### src/hdl/pci_ram.sv
`default_nettype none
module pci_ram #(
    parameter int WIDTH = 8,
    parameter int DEPTH = 16
) (
    input  wire logic                     clk,
    input  wire logic                     we,
    input  wire logic [$clog2(DEPTH)-1:0] waddr,
    input  wire logic [WIDTH-1:0]         wdata,
    input  wire logic                     re,
    input  wire logic [$clog2(DEPTH)-1:0] raddr,
    output logic      [WIDTH-1:0]         rdata
);

    logic [WIDTH-1:0] mem [DEPTH];

    always_ff @(posedge clk) begin
        if (we) begin
            mem[waddr] <= wdata;
        end
        if (re) begin
            rdata <= mem[raddr];
        end
    end

endmodule
`default_nettype wire

### config.mk
export PLATFORM = sky130hd
export DESIGN_NAME = pci_ram
export DESIGN_NICKNAME = d
export VERILOG_FILES = /design/src/hdl/pci_ram.sv
export SDC_FILE = /design/constraint.sdc
export NUM_CORES = 1
export LEC_CHECK = 0
export BUFFER_PORTS_ARGS = -buffer_cell sky130_fd_sc_hd__buf_2
export CAP_MARGIN = 15
export CELL_PAD_IN_SITES_DETAIL_PLACEMENT = 1
export CELL_PAD_IN_SITES_GLOBAL_PLACEMENT = 1
export CORE_AREA = 10 10 156 158
export DETAILED_ROUTE_END_ITERATION = 12
export DIE_AREA = 0 0 166 168
export MAX_ROUTING_LAYER = met4
export PLACE_DENSITY_LB_ADDON = 0.1
export SETUP_SLACK_MARGIN = 0.02
export SLEW_MARGIN = 15
export SYNTH_ARGS = -nofsm -noshare
export SYNTH_HDL_FRONTEND = slang
export SYNTH_SLANG_ARGS = --single-unit
export TNS_END_PERCENT = 50
### constraint.sdc
create_clock -name clk -period 2.4 [get_ports clk]
set_input_delay 0.48 -clock clk [delete_from_list [all_inputs] [get_ports clk]]
set_output_delay 0.48 -clock clk [all_outputs]
set_load 0.01 [all_outputs]
==> results.sh, run 1 <==
export IMPL_outcome="complete, no violations"
export IMPL_crit_path_max_fanout=16
export IMPL_met1_usage=0.1345
export IMPL_slowest_delay_ns=0.58
export IMPL_rsz0062_at_grt="no"
export IMPL_chipHeight_um=168
export IMPL_grt_pass1_wl_um=19860
export IMPL_initial_core_util=0.2441
export IMPL_vdd_drop_max_mv=0.3891
export IMPL_grtUsageMet2=0.1497
export IMPL_clkSlewWorstSetupHoldPaths_ns=0.06
export IMPL_vias_per_cell=4.275
export IMPL_finalClockSkew_ns=0.006287
export IMPL_cts_max_path_buffers=2
export IMPL_finalSetupTns_ns=0
export IMPL_grt_overflow=0
export IMPL_synth_cell_types=18
export IMPL_start_kind="primary input"
export IMPL_h_tree_depth=4
export IMPL_die_area_mm2=0.02789
export IMPL_seq_area_frac_synth=0.7812
export IMPL_hold_buffers=0
export IMPL_io_buffers=26
export IMPL_synth_edf_count=136
export IMPL_synth_cell_area_mm2=0.005228
export IMPL_tightest_slew_ns=0.5250
export IMPL_antenna_cells=0
export IMPL_ant_nets=0
export IMPL_grt_pass1_vias=2799
export IMPL_crit_chain="buf_2 > buf_12 > mux4_1 > a22oi_1 > nand2_1"
export IMPL_gp_congestion=0.6547
export IMPL_nets=305
export IMPL_syn_avg_cell_area_um2=22.83
export IMPL_cp_buffers_inverters=2
export IMPL_arrival_ns=1.83
export IMPL_cpMaxStageDelayCell="mux4_1"
export IMPL_gr_usage_all_layers=0.1019
export IMPL_area_delta_synth_final_pct=22.31
export IMPL_synth_main_ff_cell="edfxtp_1"
export IMPL_synth_area_leaders="edfxtp_1 (78%), mux4_2 (7.8%), mux4_1 (7.0%)"
export IMPL_dp_hpwl_um=8656
export IMPL_cts_buffers_inserted=17
export IMPL_avgRoutedWirePerCell_um=23.39
export IMPL_antenna_found_initial=0
export IMPL_clock_fmax_ghz=0.5934
export IMPL_path_class="in -> reg"
export IMPL_slew_headroom=0.6500
export IMPL_critPathTopFamily="multiplexers"
export IMPL_dp_slack_ns=0.2511
export IMPL_cp_required_ns=2.55
export IMPL_setup_violations=0
export IMPL_die_x_um=166
export IMPL_layout_setup_ws_ns=0.7149
export IMPL_hold_viol_final=0
export IMPL_drt_pass1_iter_count=4
export IMPL_p_per_area_mw_per_mm2=860.6
export IMPL_synth_nets=248
export IMPL_maxCapViolCount=0
export IMPL_power_leakage_nw=2.114
export IMPL_hold_class="in -> reg"
export IMPL_cts_resized=0
export IMPL_layout_drive_gt1_share=0.3087
export IMPL_yosysMostFrequentCell="edfxtp_1"
export IMPL_drtIter0Drc=259
export IMPL_core_mm2=0.02142
export IMPL_min_period_ns=1.685
export IMPL_grt_util_met3=0.02678
export IMPL_slew_viol_final=0
export IMPL_cts_setup_buffers=0
export IMPL_syn_instance_count=229
export IMPL_grt_busiest_layer="met2"
export IMPL_cts_sinks=136
export IMPL_grt_max_degree=27
export IMPL_synth_common_cells="edfxtp_1 (136), mux4_2 (18), a22oi_1 (16), mux4_1 (14), nor2_1 (13)"
export IMPL_synth_top_cell_area_share=0.7812
export IMPL_yosysTopAreaCell="edfxtp_1"
export IMPL_drcViolationCount=0
export IMPL_dr_total_vias=2471
export IMPL_io_pins=27
export IMPL_clockRootBuffer="clkbuf_16"
export IMPL_dp_cells=547
export IMPL_wl_um=13520
export IMPL_period_share=0.7021
export IMPL_yosysWarningCount=0
export IMPL_crit_path_end_kind="register"
export IMPL_synth_seq_cells=136
export IMPL_core_rowCount=54
export IMPL_clk_latency_ns=0.41
export IMPL_cts_tree="built"
export IMPL_async_reset_ff_frac=0
export IMPL_fin_cells=578
## power by group
| group | internal, mW | leakage [nW] | switching [mW] | total (mW) |
|---|---|---|---|---|
| Clock | 1.62 | 0.276 | 0.924 | 2.54 |
| Combinational | 0.110 | 0.602 | 0.157 | 0.268 |
| Sequential | 2.68 | 1.24 | 0.0179 | 2.70 |
| Total | 4.40 | 2.11 | 1.10 | 5.50 |
## cells by family (layout without fill, tap and decap cells)
| logic type | count (synthesis) | in the layout | share of synthesized area |
|---|---|---|---|
| flops | 136 | 136 | 0.7812 |
| simple gates | 35 | 35 | 0.03136 |
| mux | 32 | 32 | 0.1479 |
| compound gates | 16 | 16 | 0.02298 |
| buf+inv | 10 | 79 | 0.01651 |
## cell usage in the layout, fill, tap and decap left out
| master | instances |
|---|---|
| clkinv_4 | 1 |
| mux4_1 | 14 |
| and2b_1 | 1 |
| clkbuf_1 | 4 |
| clkbuf_16 | 17 |
| clkinv_2 | 3 |
| nand2_1 | 9 |
| buf_2 | 26 |
| nand3_1 | 1 |
| and2_1 | 1 |
| clkinvlp_4 | 1 |
| buf_4 | 19 |
| nand3b_1 | 2 |
| edfxtp_1 | 136 |
| mux4_2 | 18 |
| nor2b_1 | 1 |
| or3b_2 | 1 |
| clkinv_1 | 2 |
| nor2_1 | 13 |
| buf_12 | 3 |
| nand2b_1 | 2 |
| a22oi_1 | 16 |
| nor3_1 | 4 |
| bufinv_16 | 3 |
## stage by stage
step	instance area [um2]	hold slack [ns]	utilization	total power, mW
6_report	6394	0.4497	0.2985	5.502
4_1_cts	6394	0.4371	0.2985	5.586
2_1_floorplan	5228	0.5789	-	2.877
3_3_place_gp	5824	0.7372	0.2719	3.024
3_5_place_dp	5824	0.7456	0.2719	3.027
5_1_grt	6394	0.4527	0.2985	5.714
## layer usage
metal  wire [um]  share of wire  vias to the layer above
met4         159          0.012                        0
met3         390          0.029                        9
met5           0              0                        -
met2        6216           0.46                       47
li1            -              -                     1096
met1        6752           0.50                     1319
## state kept, by name, indices dropped and copies added (netlist names)
name and cells:
mem 128, rdata 8
## path summary, 6_finish.rpt
kind	startpoint	end	slack, ns	cells past startpoint
worst max-delay path	raddr[0]	rdata[4]	0.71	5
worst min-delay path	wdata[3]	mem[14][3]	0.45	1
worst max register to register	mem[10][4]	rdata[4]	0.83	3
worst min register to register	mem[8][1]	rdata[1]	0.76	3
## cell type report
class	instances	area [um2]
clock inverter	10	128.9
clock buffer	21	440.4
tap	280	350.3
fill	2147	15020
timing repair buffer	48	332.8
sequential	136	4084
multi-input combinational	83	1057
Note: power is estimated with default switching activity, not from simulation.
==> run 2, diff against run 1 <==
--- a/config.mk
+++ b/config.mk
@@ -5,13 +5,14 @@
 export SDC_FILE = /design/constraint.sdc
 export NUM_CORES = 1
 export LEC_CHECK = 0
+export ABC_AREA = 1
 export BUFFER_PORTS_ARGS = -buffer_cell sky130_fd_sc_hd__buf_2
 export CAP_MARGIN = 15
 export CELL_PAD_IN_SITES_DETAIL_PLACEMENT = 1
 export CELL_PAD_IN_SITES_GLOBAL_PLACEMENT = 1
-export CORE_AREA = 10 10 156 158
+export CORE_AREA = 10 10 164 166
 export DETAILED_ROUTE_END_ITERATION = 12
-export DIE_AREA = 0 0 166 168
+export DIE_AREA = 0 0 174 176
 export MAX_ROUTING_LAYER = met4
 export PLACE_DENSITY_LB_ADDON = 0.1
 export SETUP_SLACK_MARGIN = 0.02
==> constraint.sdc (replaced) <==
create_clock -name clk -period 1.5 [get_ports clk]
set_input_delay 0.3 -clock clk [delete_from_list [all_inputs] [get_ports clk]]
set_output_delay 0.3 -clock clk [all_outputs]
set_load 0.01 [all_outputs]
==> run 2 against run 1 <==
Sequential share of layout area down 7.1 points. Sequential cell count unchanged. Register-to-register slack worse by 0.50 ns. Non-clock buffer count up 12.
==> results.sh, run 2 <==
export IMPL_final_cell_mix="nand2_1 (173), edfxtp_1 (136), inv_1 (100), nand3_1 (97), buf_4 (29)"
export IMPL_reg2regPathDepth=6
export IMPL_cpMaxStageDelayCell="edfxtp_1"
export IMPL_crit_chain="buf_2"
export IMPL_synth_cell_types=11
export IMPL_grt_max_degree=31
export IMPL_chipHeight_um=176
export IMPL_synth_seq_cells=136
export IMPL_wl_um=17590
export IMPL_worst_path_stages=1
export IMPL_grt_overflow=0
export IMPL_die_area_mm2=0.03062
export IMPL_drtIter0Drc=186
export IMPL_p_per_area_mw_per_mm2=1338
export IMPL_cts_resized=0
export IMPL_layout_drive_gt1_share=0.1475
export IMPL_finalSetupTns_ns=0
export IMPL_startpoint="rdata[7]"
export IMPL_io_pins=27
export IMPL_regMostFlops="mem"
export IMPL_hold_buffers=0
export IMPL_synth_edf_count=136
export IMPL_yosysTopAreaCell="edfxtp_1"
export IMPL_reg2reg_to="rdata[3]"
export IMPL_fin_cells=942
export IMPL_clkSlewWorstSetupHoldPaths_ns=0.06
export IMPL_crit_path_end_kind="primary output"
export IMPL_drcViolationCount=0
export IMPL_syn_instance_count=551
export IMPL_r2r_start="mem[7][3]"
export IMPL_r2r_slack_ns=0.33
export IMPL_maxCapViolCount=0
export IMPL_setup_violations=0
export IMPL_initial_core_util=0.2455
export IMPL_dr_total_vias=3848
export IMPL_min_period_ns=1.349
export IMPL_cp_required_ns=1.20
export IMPL_power_leakage_nw=3.034
export IMPL_synth_area_leaders="edfxtp_1 (70%), nand2_1 (11%), nand3_1 (8.3%)"
export IMPL_hold_class="in -> reg"
export IMPL_rsz0062_at_grt="no"
export IMPL_period_share=0.8991
export IMPL_cts_buffers_inserted=17
export IMPL_seq_area_frac_synth=0.6985
export IMPL_finalClockSkew_ns=0.006981
export IMPL_clockRootBuffer="clkbuf_16"
export IMPL_syn_avg_cell_area_um2=10.61
export IMPL_ff_latch_area_mm2=0.004084
export IMPL_path_class="reg -> out"
export IMPL_dp_hpwl_um=11700
export IMPL_core_mm2=0.02382
export IMPL_yosysWarningCount=0
export IMPL_synth_nets=570
export IMPL_cts_tree="built"
export IMPL_vias_per_cell=4.085
export IMPL_grt_pass1_wl_um=26520
export IMPL_cts_max_path_buffers=2
export IMPL_hold_viol_final=0
export IMPL_layout_setup_ws_ns=0.1514
export IMPL_dp_slack_ns=-0.1785
export IMPL_cp_buffers_inverters=1
export IMPL_clk_latency_ns=0.42
export IMPL_outcome="complete, no violations"
export IMPL_ant_nets=0
export IMPL_min_path_cells=1
export IMPL_grt_pass1_vias=4203
export IMPL_synth_cell_area_mm2=0.005847
export IMPL_yosysMostFrequentCell="nand2_1"
export IMPL_drt_pass1_iter_count=5
export IMPL_final_common_cell="nand2_1"
export IMPL_largest_register_ffs=128
export IMPL_h_tree_depth=4
export IMPL_core_rowCount=57
export IMPL_dp_cells=911
export IMPL_gr_usage_all_layers=0.1220
export IMPL_reg_largest_list="mem (128), rdata (8)"
export IMPL_async_reset_ff_frac=0
export IMPL_synth_top_cell_area_share=0.6985
export IMPL_slew_viol_final=0
export IMPL_die_x_um=174
export IMPL_synth_main_ff_cell="edfxtp_1"
export IMPL_critPathCapture="rdata[7]"
export IMPL_fillers=2667
export IMPL_synth_common_cells="nand2_1 (173), edfxtp_1 (136), inv_1 (100), nand3_1 (97), nor2_1 (17)"
export IMPL_io_buffers=26
export IMPL_arrival_ns=1.05
export IMPL_cts_sinks=136
export IMPL_vdd_drop_max_mv=0.4629
export IMPL_tightest_slew_ns=0.5266
export IMPL_slowest_delay_ns=0.45
export IMPL_clock_fmax_ghz=0.7415
export IMPL_critPathTopFamily="flip-flops"
export IMPL_multi_input_area_mm2=0.001214
export IMPL_area_delta_synth_final_pct=22.98
export IMPL_antenna_found_initial=1
export IMPL_start_kind="register"
export IMPL_cts_setup_buffers=0
export IMPL_crit_path_max_fanout=1
export IMPL_avgRoutedWirePerCell_um=18.67
export IMPL_nets=625
export IMPL_gp_congestion=0.7625
export IMPL_slew_headroom=0.6484
[run 2: cell types whose count changed after synthesis, sizes merged, moves of 4 or more]
cell,before,now
nor3,4,0
mux4,32,0
a22oi,16,0
buf,7,24
nand3,1,97
nand2,9,173
inv,0,102
nor2,13,17
[run 2: worst min-delay path by stage]
stage	endpoint	slack, ns	from
floorplan	mem[0][0]	0.40	wdata[0]
global placement	rdata[5]	0.69	re
detailed placement	rdata[5]	0.69	re
CTS	rdata[5]	0.25	re
global route	rdata[5]	0.25	re
finish	rdata[5]	0.27	re
[run 2: layout make-up]
cell class	instances	area share
inverter	102	0.05325
sequential	136	0.5679
clock inverter	13	0.03184
antenna	1	0.0003480
clock buffer	17	0.05916
tap	324	0.05638
multi-input combinational	289	0.1688
timing repair buffer	60	0.06229
[run 2: through the flow]
step	util	cell area [um2]	hold WS (ns)	power (mW)
finish	0.3019	7191	0.2698	9.622
detailed placement	0.2743	6534	0.6918	5.019
global route	0.3019	7191	0.2531	9.964
floorplan	-	5847	0.3989	4.689
global placement	0.2743	6534	0.6924	5.018
CTS	0.3018	7188	0.2478	9.759
[run 2: cells by family (layout without fill, tap and decap cells)]
group,after synthesis,count (layout),share of synthesized area
buffers and inverters,126,192,0.09394
other,0,1,0
DFF,136,136,0.6985
and+or+nand+nor,289,289,0.2076
[run 2: power breakdown]
group          switching [mW]  leakage, nW  total, mW  internal, mW
sequential             0.0290         1.24       4.31          4.28
combinational           0.419         1.49      0.604         0.184
clock                    1.61        0.308       4.71          3.09
total                    2.06         3.03       9.62          7.56
[run 2: layer usage]
| metal | share of wire | up-vias | GRT usage | wire (um) |
|---|---|---|---|---|
| met5 | 0 | - | - | 0 |
| met4 | 0.0090 | 0 | 0.03954 | 159 |
| met3 | 0.029 | 11 | 0.02371 | 505 |
| met2 | 0.47 | 61 | 0.1920 | 8294 |
| met1 | 0.49 | 1891 | 0.1559 | 8629 |
| li1 | - | 1885 | - | - |
