## src/hdl/pci_pkg.sv

```systemverilog
`default_nettype none
package pci_pkg;

    localparam int PALETTE_DEPTH  = 4096;
    localparam int ADDR_W         = $clog2(PALETTE_DEPTH);
    localparam int CNT_W          = $clog2(PALETTE_DEPTH + 1);
    localparam int COLOR_W        = 48;
    localparam int ALPHA_W        = 16;
    localparam int OPAQUE_BIT     = 15;
    localparam int INDEX_W        = 12;
    localparam int COUNT_W        = 13;
    localparam int ERROR_W        = 3;
    localparam int TWO_CHAR_LIMIT = 64;

    localparam logic FUNC_MAP    = 1'b0;
    localparam logic FUNC_DEFINE = 1'b1;

    typedef logic [ADDR_W-1:0]  addr_t;
    typedef logic [CNT_W-1:0]   cnt_t;
    typedef logic [COLOR_W-1:0] color_t;
    typedef logic [INDEX_W-1:0] index_t;
    typedef logic [COUNT_W-1:0] count_t;

    typedef enum logic [ERROR_W-1:0] {
        ERR_OK         = 3'd0,
        ERR_FULL       = 3'd1,
        ERR_ABSENT     = 3'd2,
        ERR_NO_TRANSP  = 3'd3,
        ERR_DUP_TRANSP = 3'd4
    } err_t;

    typedef enum logic [1:0] {
        ST_IDLE,
        ST_DECIDE,
        ST_SCAN,
        ST_DONE
    } state_t;

    // Search request from the sequencer; held stable for the whole search.
    typedef struct packed {
        logic   start;
        color_t color;
        cnt_t   count;
        logic   tvalid;
        addr_t  tidx;
    } scan_req_t;

    typedef struct packed {
        logic  done;
        logic  hit;
        addr_t hit_idx;
    } scan_rsp_t;

endpackage
`default_nettype wire

```

## src/hdl/pci_scan.sv

```systemverilog
`default_nettype none
module pci_scan (
    input  wire logic               aclk,
    input  wire logic               aresetn,
    input  wire pci_pkg::scan_req_t req,
    input  wire pci_pkg::color_t    rd_data,
    output logic                    rd_en,
    output pci_pkg::addr_t          rd_addr,
    output pci_pkg::scan_rsp_t      rsp
);

    logic            active_reg, active_next;
    logic            cmp_valid_reg, cmp_valid_next;
    pci_pkg::cnt_t   issue_reg, issue_next;
    pci_pkg::addr_t  cmp_addr_reg, cmp_addr_next;
    logic            issue_more;
    logic            match;

    // One address issued per cycle; its stored color is compared in the cycle after.
    always_comb begin
        issue_more = active_reg && (issue_reg < req.count);
        match      = cmp_valid_reg && (rd_data == req.color)
                     && !(req.tvalid && (cmp_addr_reg == req.tidx));
        rsp.done    = active_reg && (match || (!issue_more && !cmp_valid_reg));
        rsp.hit     = match;
        rsp.hit_idx = cmp_addr_reg;
        rd_en       = issue_more;
        rd_addr     = issue_reg[pci_pkg::ADDR_W-1:0];

        active_next    = active_reg;
        cmp_valid_next = cmp_valid_reg;
        issue_next     = issue_reg;
        cmp_addr_next  = cmp_addr_reg;
        if (req.start) begin
            active_next    = 1'b1;
            cmp_valid_next = 1'b0;
            issue_next     = '0;
        end else if (rsp.done) begin
            active_next    = 1'b0;
            cmp_valid_next = 1'b0;
        end else if (active_reg) begin
            cmp_valid_next = issue_more;
            cmp_addr_next  = issue_reg[pci_pkg::ADDR_W-1:0];
            if (issue_more) begin
                issue_next = issue_reg + pci_pkg::cnt_t'(1);
            end
        end
    end

    always_ff @(posedge aclk) begin
        if (!aresetn) begin
            active_reg    <= 1'b0;
            cmp_valid_reg <= 1'b0;
        end else begin
            active_reg    <= active_next;
            cmp_valid_reg <= cmp_valid_next;
        end
        issue_reg    <= issue_next;
        cmp_addr_reg <= cmp_addr_next;
    end

endmodule
`default_nettype wire

```

## config.mk

```make
export PLATFORM = sky130hd
export DESIGN_NAME = pci_scan
export DESIGN_NICKNAME = d
export VERILOG_FILES = /design/src/hdl/pci_pkg.sv /design/src/hdl/pci_scan.sv
export SDC_FILE = /design/constraint.sdc
export NUM_CORES = 1
export LEC_CHECK = 0
export BUFFER_PORTS_ARGS = -buffer_cell sky130_fd_sc_hd__buf_2
export CORE_AREA = 3 3 80 82
export CTS_CLUSTER_DIAMETER = 200
export DETAILED_ROUTE_END_ITERATION = 16
export DIE_AREA = 0 0 83 85
export PLACE_DENSITY = 0.77
export SLEW_MARGIN = 40
export SYNTH_ARGS = -nofsm -noshare
export SYNTH_HDL_FRONTEND = slang
export SYNTH_SLANG_ARGS = --single-unit
```

## constraint.sdc

```tcl
create_clock -name aclk -period 4.15 [get_ports aclk]
set_clock_uncertainty 0.15 [all_clocks]
set_input_delay 0 -clock aclk [delete_from_list [all_inputs] [get_ports aclk]]
set_output_delay 0 -clock aclk [all_outputs]
set_load 0.005 [all_outputs]
```

==> run_results.csv, run 1 <==
group,metric,value,unit
drt,met2_length,4060,µm
placement,dp_cells,473,
synthesis,syn-instance-count,265,
synthesis,yosysTopAreaCell,"xnor2_1",
worst_setup_path,critPathArrivalTime,2.82,ns
clock_network,root_buffer,"clkbuf_8",
clock_network,ctsHtreeMaxLevel,1,
global_route,grt_antenna_before_repair,0,
drt,avgRoutedWirePerCell,15.7,µm
min_path,hold_depth,5,
synthesis,synth_common_cells,"xnor2_1, nand4_1, inv_1",
synthesis,synth_flop_cell,"dfxtp_1",
synthesis,netlist_area,2360,µm²
synthesis,avgSynthCellArea,8.91,µm²
drt,viasPerCell,5.17,
clock_network,cts_sinks,27,
layout,final_cells,480,
drt,drc,0,
layout,largest_reg_flops,13,
worst_setup_path,crit_cells,9,
placement,io_buffer_count,151,
drt,drt_iter0_markers,75,
worst_setup_path,cp_cell_sequence,"ha_1 > a21o_1 > a31oi_1 > o21ai_0 > a31oi_1 > nand2_1 > a21o_1 > nor3b_1 > buf_4",
clock_network,clk_pin_slew,0.09,ns
clock_network,cts_setup_buffers,0,
worst_setup_path,end_kind,"register",
min_path,hp-class,"in2out",
drt,dr.pass1.iters,4,
drt,drt-total-wl,7520,µm
clock_network,cts_inserted_buffers,3,
synthesis,yosysSeqAreaShare,0.280,
worst_setup_path,crit_buf_inv,1,
worst_setup_path,critPathKind,"reg2reg",
timing,finalSetupTns,0,ns
synthesis,synth_top_area_frac,0.197,
power,p_leak,1.45,nW
power,p_per_area,197,nW/µm²
worst_setup_path,timing.critical_path.from_type,"register",
drt,wl_met1,2830,µm
timing,period_share,0.720,
worst_setup_path,crit_family,"compound AO/OA/AOI/OAI gates",
power,peakVddDrop,0.000142,V
die,die_width,83,µm
timing,finalMaxSlewViolations,0,
global_route,grt_pass1_wl,11800,µm
worst_setup_path,path_max_fanout,24,
layout,nets,544,
timing,period_minus_slack,2.99,ns
timing,finalSetupViolCount,0,
placement,place.gp.congestion,0.976,
die,rows,28,
layout,area_delta_synth_final,33.8,%
global_route,overflow,0,
global_route,grtUsageTotal,0.206,
worst_setup_path,r2r_cells,9,
die,die_area,7060,µm²
clock_network,hold_buffers,3,
timing,rsz0062_at_grt,"no",
worst_setup_path,max_stage_delay,0.45,ns
drt,top_layer,"met4",
synthesis,synth-seq-cells,27,
timing,slew_headroom,0.510,
clock_network,cts_buffer_depth,2,
synthesis,yosysWarnings,0,
placement,place_hpwl,6420,µm
synthesis,synth.distinct_cells,36,
layout,drive_gt1_frac,0.405,
worst_setup_path,cp.required,3.98,ns
layout,final_util,0.543,
die,initial_core_util,0.406,
synthesis,async_flop_share,0,
power,total_power,0.000622,W
global_route,grt_max_degree,25,
drt,ant_nets,0,
synthesis,yosys-top-cells-area,"xnor2_1, edfxtp_1, dfxtp_1, ha_1, nand4_1",
synthesis,synth_most_common_cell,"xnor2_1",
die,pin_count,152,
run_status,status,"finished, final reports clean",
global_route,grt_pass1_vias,2427,
drt,dr_wl_met3,463,µm
clock_network,clkLatencyLatePin,0.27,ns
timing,finalHoldViolCount,0,
synthesis,synth_nets,403,
die,die_h,85,µm
clock_network,cts_resized,0,
worst_setup_path,critPathSlowestCell,"dfxtp_1",
drt,vias,2480,
timing,timing.fmax,0.334,GHz
layout,antenna_cells,0,
synthesis,synth_edf_count,12,
die,core,5820,µm²
timing,tightest_slew,0.734,ns
clock_network,cts_tree,"built",
job,cap_violations,0,
## cells in the final DEF, fill, tap and decap left out, types with 2 or more instances in the layout
| cell type | netlist | final |
|---|---|---|
| nand2_1 | 11 | 11 |
| nor3_1 | 2 | 2 |
| nor4b_1 | 2 | 2 |
| nor2_1 | 6 | 6 |
| nand4_1 | 21 | 21 |
| ha_1 | 13 | 13 |
| a21oi_1 | 12 | 12 |
| xor2_1 | 7 | 7 |
| xnor2_1 | 53 | 53 |
| nor3_2 | 2 | 2 |
| nor4_1 | 3 | 3 |
| o31ai_1 | 9 | 9 |
| or4_1 | 11 | 11 |
| a31oi_1 | 2 | 2 |
| dlygate4sd3_1 | 0 | 3 |
| mux2_4 | 3 | 3 |
| nand2b_1 | 2 | 2 |
| edfxtp_1 | 12 | 12 |
| dfxtp_1 | 15 | 15 |
| clkbuf_8 | 0 | 3 |
| buf_2 | 0 | 151 |
| o21ai_0 | 4 | 4 |
| and4_1 | 2 | 2 |
| and3_1 | 3 | 3 |
| nor3b_1 | 3 | 3 |
| nand3_1 | 14 | 14 |
| nor2b_1 | 5 | 5 |
| a21o_1 | 4 | 4 |
| inv_1 | 18 | 18 |
## per-layer routing
metal	global-route usage	vias up
li1	-	1227
met1	0.228	1139
met2	0.401	101
met3	0.0398	13
met4	0.0550	0
met5	0	-
## final cells by class
type	count	area (µm²)
Timing Repair Buffer	155	793
Tap cell	75	93.8
Fill cell	559	2660
Multi-Input combinational cell	201	1500
Clock inverter	1	7.51
Sequential cell	27	661
Clock buffer	3	41.3
Inverter	18	67.6
## final timing paths
path                       from              end  slack, ns
hold / removal       rd_data[5]          rsp[12]       0.27
setup / recovery   issue_reg[2]  cmp_addr_reg[6]       1.16
setup reg to reg   issue_reg[2]  cmp_addr_reg[6]       1.16
hold reg to reg   issue_reg[12]    issue_reg[12]       0.35
## cell families (layout without fill, tap and decap cells)
| kind of cell | after synthesis | count (layout) | share of synthesized area |
|---|---|---|---|
| compound gates | 32 | 32 | 0.0832 |
| xor+xnor | 60 | 60 | 0.223 |
| fa+ha+maj | 13 | 13 | 0.0689 |
| buf+inv | 37 | 177 | 0.0890 |
| flops | 27 | 27 | 0.280 |
| mux | 4 | 4 | 0.0233 |
| simple gates | 92 | 92 | 0.233 |
## per-stage QoR
| stage | worst slack (ns) | hold slack [ns] | area, µm² |
|---|---|---|---|
| after floorplan | 0.998 | -0.0373 | 2360 |
| after global placement | 1.30 | 0.0890 | 3080 |
| after detailed placement | 1.22 | 0.0964 | 3080 |
| after CTS | 1.20 | 0.275 | 3150 |
| after global routing | 0.864 | 0.306 | 3160 |
| final | 1.16 | 0.272 | 3160 |
## worst reg2reg max path: stages, from the launching register on
cell and delay (ns):
dfxtp_1 0.45, ha_1 0.29, a21o_1 0.16, a31oi_1 0.12, o21ai_0 0.13, a31oi_1 0.18, nand2_1 0.45, a21o_1 0.35
nor3b_1 0.20, buf_4 0.23
## power breakdown
group          leakage [nW]  internal [W]  switching (W)  total, W
sequential            0.246      0.000280     0.00000730  0.000288
combinational          1.19     0.0000983      0.0000852  0.000183
clock                0.0217     0.0000682      0.0000827  0.000151
Power figures use the tool's default switching activity.
==> run 2, diff against run 1 <==
==> constraint.sdc (replaced) <==
create_clock -name aclk -period 2.95 [get_ports aclk]
set_clock_uncertainty 0.15 [all_clocks]
set_input_delay 0 -clock aclk [delete_from_list [all_inputs] [get_ports aclk]]
set_output_delay 0 -clock aclk [all_outputs]
set_load 0.005 [all_outputs]
==> run 2 against run 1 <==
Critical path depth decreased by 2. Maximum frequency grew 13%. Die area unchanged. Critical path type unchanged. Sequential share of layout area decreased by 0.62 points. Critical endpoint unchanged.
==> run_results.csv, run 2 (synthesized netlist as in run 1, its figures left out) <==
group,metric,value,unit
run_status,status,"finished, final reports clean",
clock_network,clkLatencyLatePin,0.29,ns
timing,period_share,0.900,
power,total_power,0.000890,W
clock_network,cts_setup_buffers,0,
timing,finalHoldViolCount,0,
layout,fill_cells,555,
power,peakVddDrop,0.000192,V
drt,avgRoutedWirePerCell,15.5,µm
die,initial_core_util,0.406,
placement,place_worst_setup_slack,0.0834,ns
timing,tightest_slew,0.572,ns
layout,layout_common_cells,"buf_2, xnor2_1, nand4_1",
timing,finalSetupTns,0,ns
layout,antenna_cells,0,
drt,drt-total-wl,7610,µm
layout,nets,556,
worst_setup_path,path_max_fanout,12,
clock_network,clk_pin_slew,0.10,ns
die,pin_count,152,
global_route,overflow,0,
global_route,grt_pass1_wl,12300,µm
power,p_leak,1.52,nW
drt,viasPerCell,5.10,
timing,setup_ws,0.295,ns
timing,slew_headroom,0.619,
timing,period_minus_slack,2.66,ns
timing,rsz0062_at_grt,"no",
job,cap_violations,0,
layout,largest_reg_flops,13,
layout,final_common_cell,"buf_2",
drt,dr.pass1.iters,4,
power,p_per_area,273,nW/µm²
placement,place_hpwl,6470,µm
die,core,5820,µm²
timing,timing.fmax,0.377,GHz
global_route,grt_antenna_before_repair,0,
worst_setup_path,cp.required,2.72,ns
die,die_h,85,µm
layout,final_util,0.560,
placement,io_buffer_count,151,
clock_network,hold_buffers,3,
worst_setup_path,critPathArrivalTime,2.43,ns
drt,ant_nets,0,
timing,finalMaxSlewViolations,0,
timing,finalSetupViolCount,0,
die,die_width,83,µm
clock_network,cts_buffer_depth,2,
drt,drc,0,
clock_network,cts_tree,"built",
clock_network,root_buffer,"clkbuf_8",
drt,drt_iter0_markers,207,
drt,vias,2508,
global_route,grt_max_degree,24,
die,die_area,7060,µm²
layout,area_delta_synth_final,37.9,%
placement,place.gp.congestion,0.875,
min_path,hp-class,"in2out",
worst_setup_path,end_kind,"register",
worst_setup_path,critPathKind,"reg2reg",
clock_network,cts_sinks,27,
die,rows,28,
layout,drive_gt1_frac,0.424,
clock_network,ctsHtreeMaxLevel,1,
global_route,grt_pass1_vias,2506,
clock_network,cts_resized,0,
global_route,grtUsageTotal,0.212,
worst_setup_path,timing.critical_path.from_type,"register",
clock_network,cts_inserted_buffers,3,
-- run 2: changes by cell type in the layout (fill, tap and decap cells not counted), sizes merged --
cell  before  now
buf      152  164
-- run 2: worst max-delay path, cell delays in order (launching register included) --
cell      delay [ns]
edfxtp_1        0.44
xnor2_1         0.18
nand4_1         0.10
or4_1           0.52
nand4_1         0.13
nor2_2          0.07
a21o_1          0.20
nor3b_4         0.51
-- run 2: power by group --
part           total [W]  switching, W  internal (W)
registers       0.000398    0.00000406      0.000394
logic           0.000271      0.000128      0.000143
clock network   0.000220      0.000124     0.0000963
-- run 2: through the flow --
| stage | hold WS, ns | area, µm² | instances |
|---|---|---|---|
| floorplan | -0.0373 | 2370 | 265 |
| global placement | 0.106 | 3170 | 485 |
| detailed placement | 0.109 | 3170 | 485 |
| CTS | 0.265 | 3250 | 492 |
| global route | 0.324 | 3260 | 492 |
| finish | 0.263 | 3260 | 492 |
-- run 2: path summary, 6_finish.rpt --
check                  start         endpoint  slack [ns]  cells past startpoint
max          cmp_addr_reg[9]  cmp_addr_reg[6]        0.29                      7
min              rd_data[45]          rsp[12]        0.26                      5
max reg2reg  cmp_addr_reg[9]  cmp_addr_reg[6]        0.29                      7
min reg2reg    issue_reg[12]    issue_reg[12]        0.35                      2
-- run 2: area by class of cell --
class | count | area (µm²) | area share
repair buffers | 167 | 883 | 0.271
flip-flops and latches | 27 | 661 | 0.203
inverters | 18 | 67.6 | 0.0208
clock inverters | 1 | 7.51 | 0.00231
clock buffers | 3 | 41.3 | 0.0127
well taps | 75 | 93.8 | 0.0288
multi-input cells | 201 | 1500 | 0.461
-- run 2: per-layer routing --
metal,vias up,routed length [µm],global-route usage
li1,1246,-,-
met1,1151,3290,0.272
met2,102,3800,0.378
met3,9,408,0.0291
met4,0,106,0.0475
met5,-,0,0
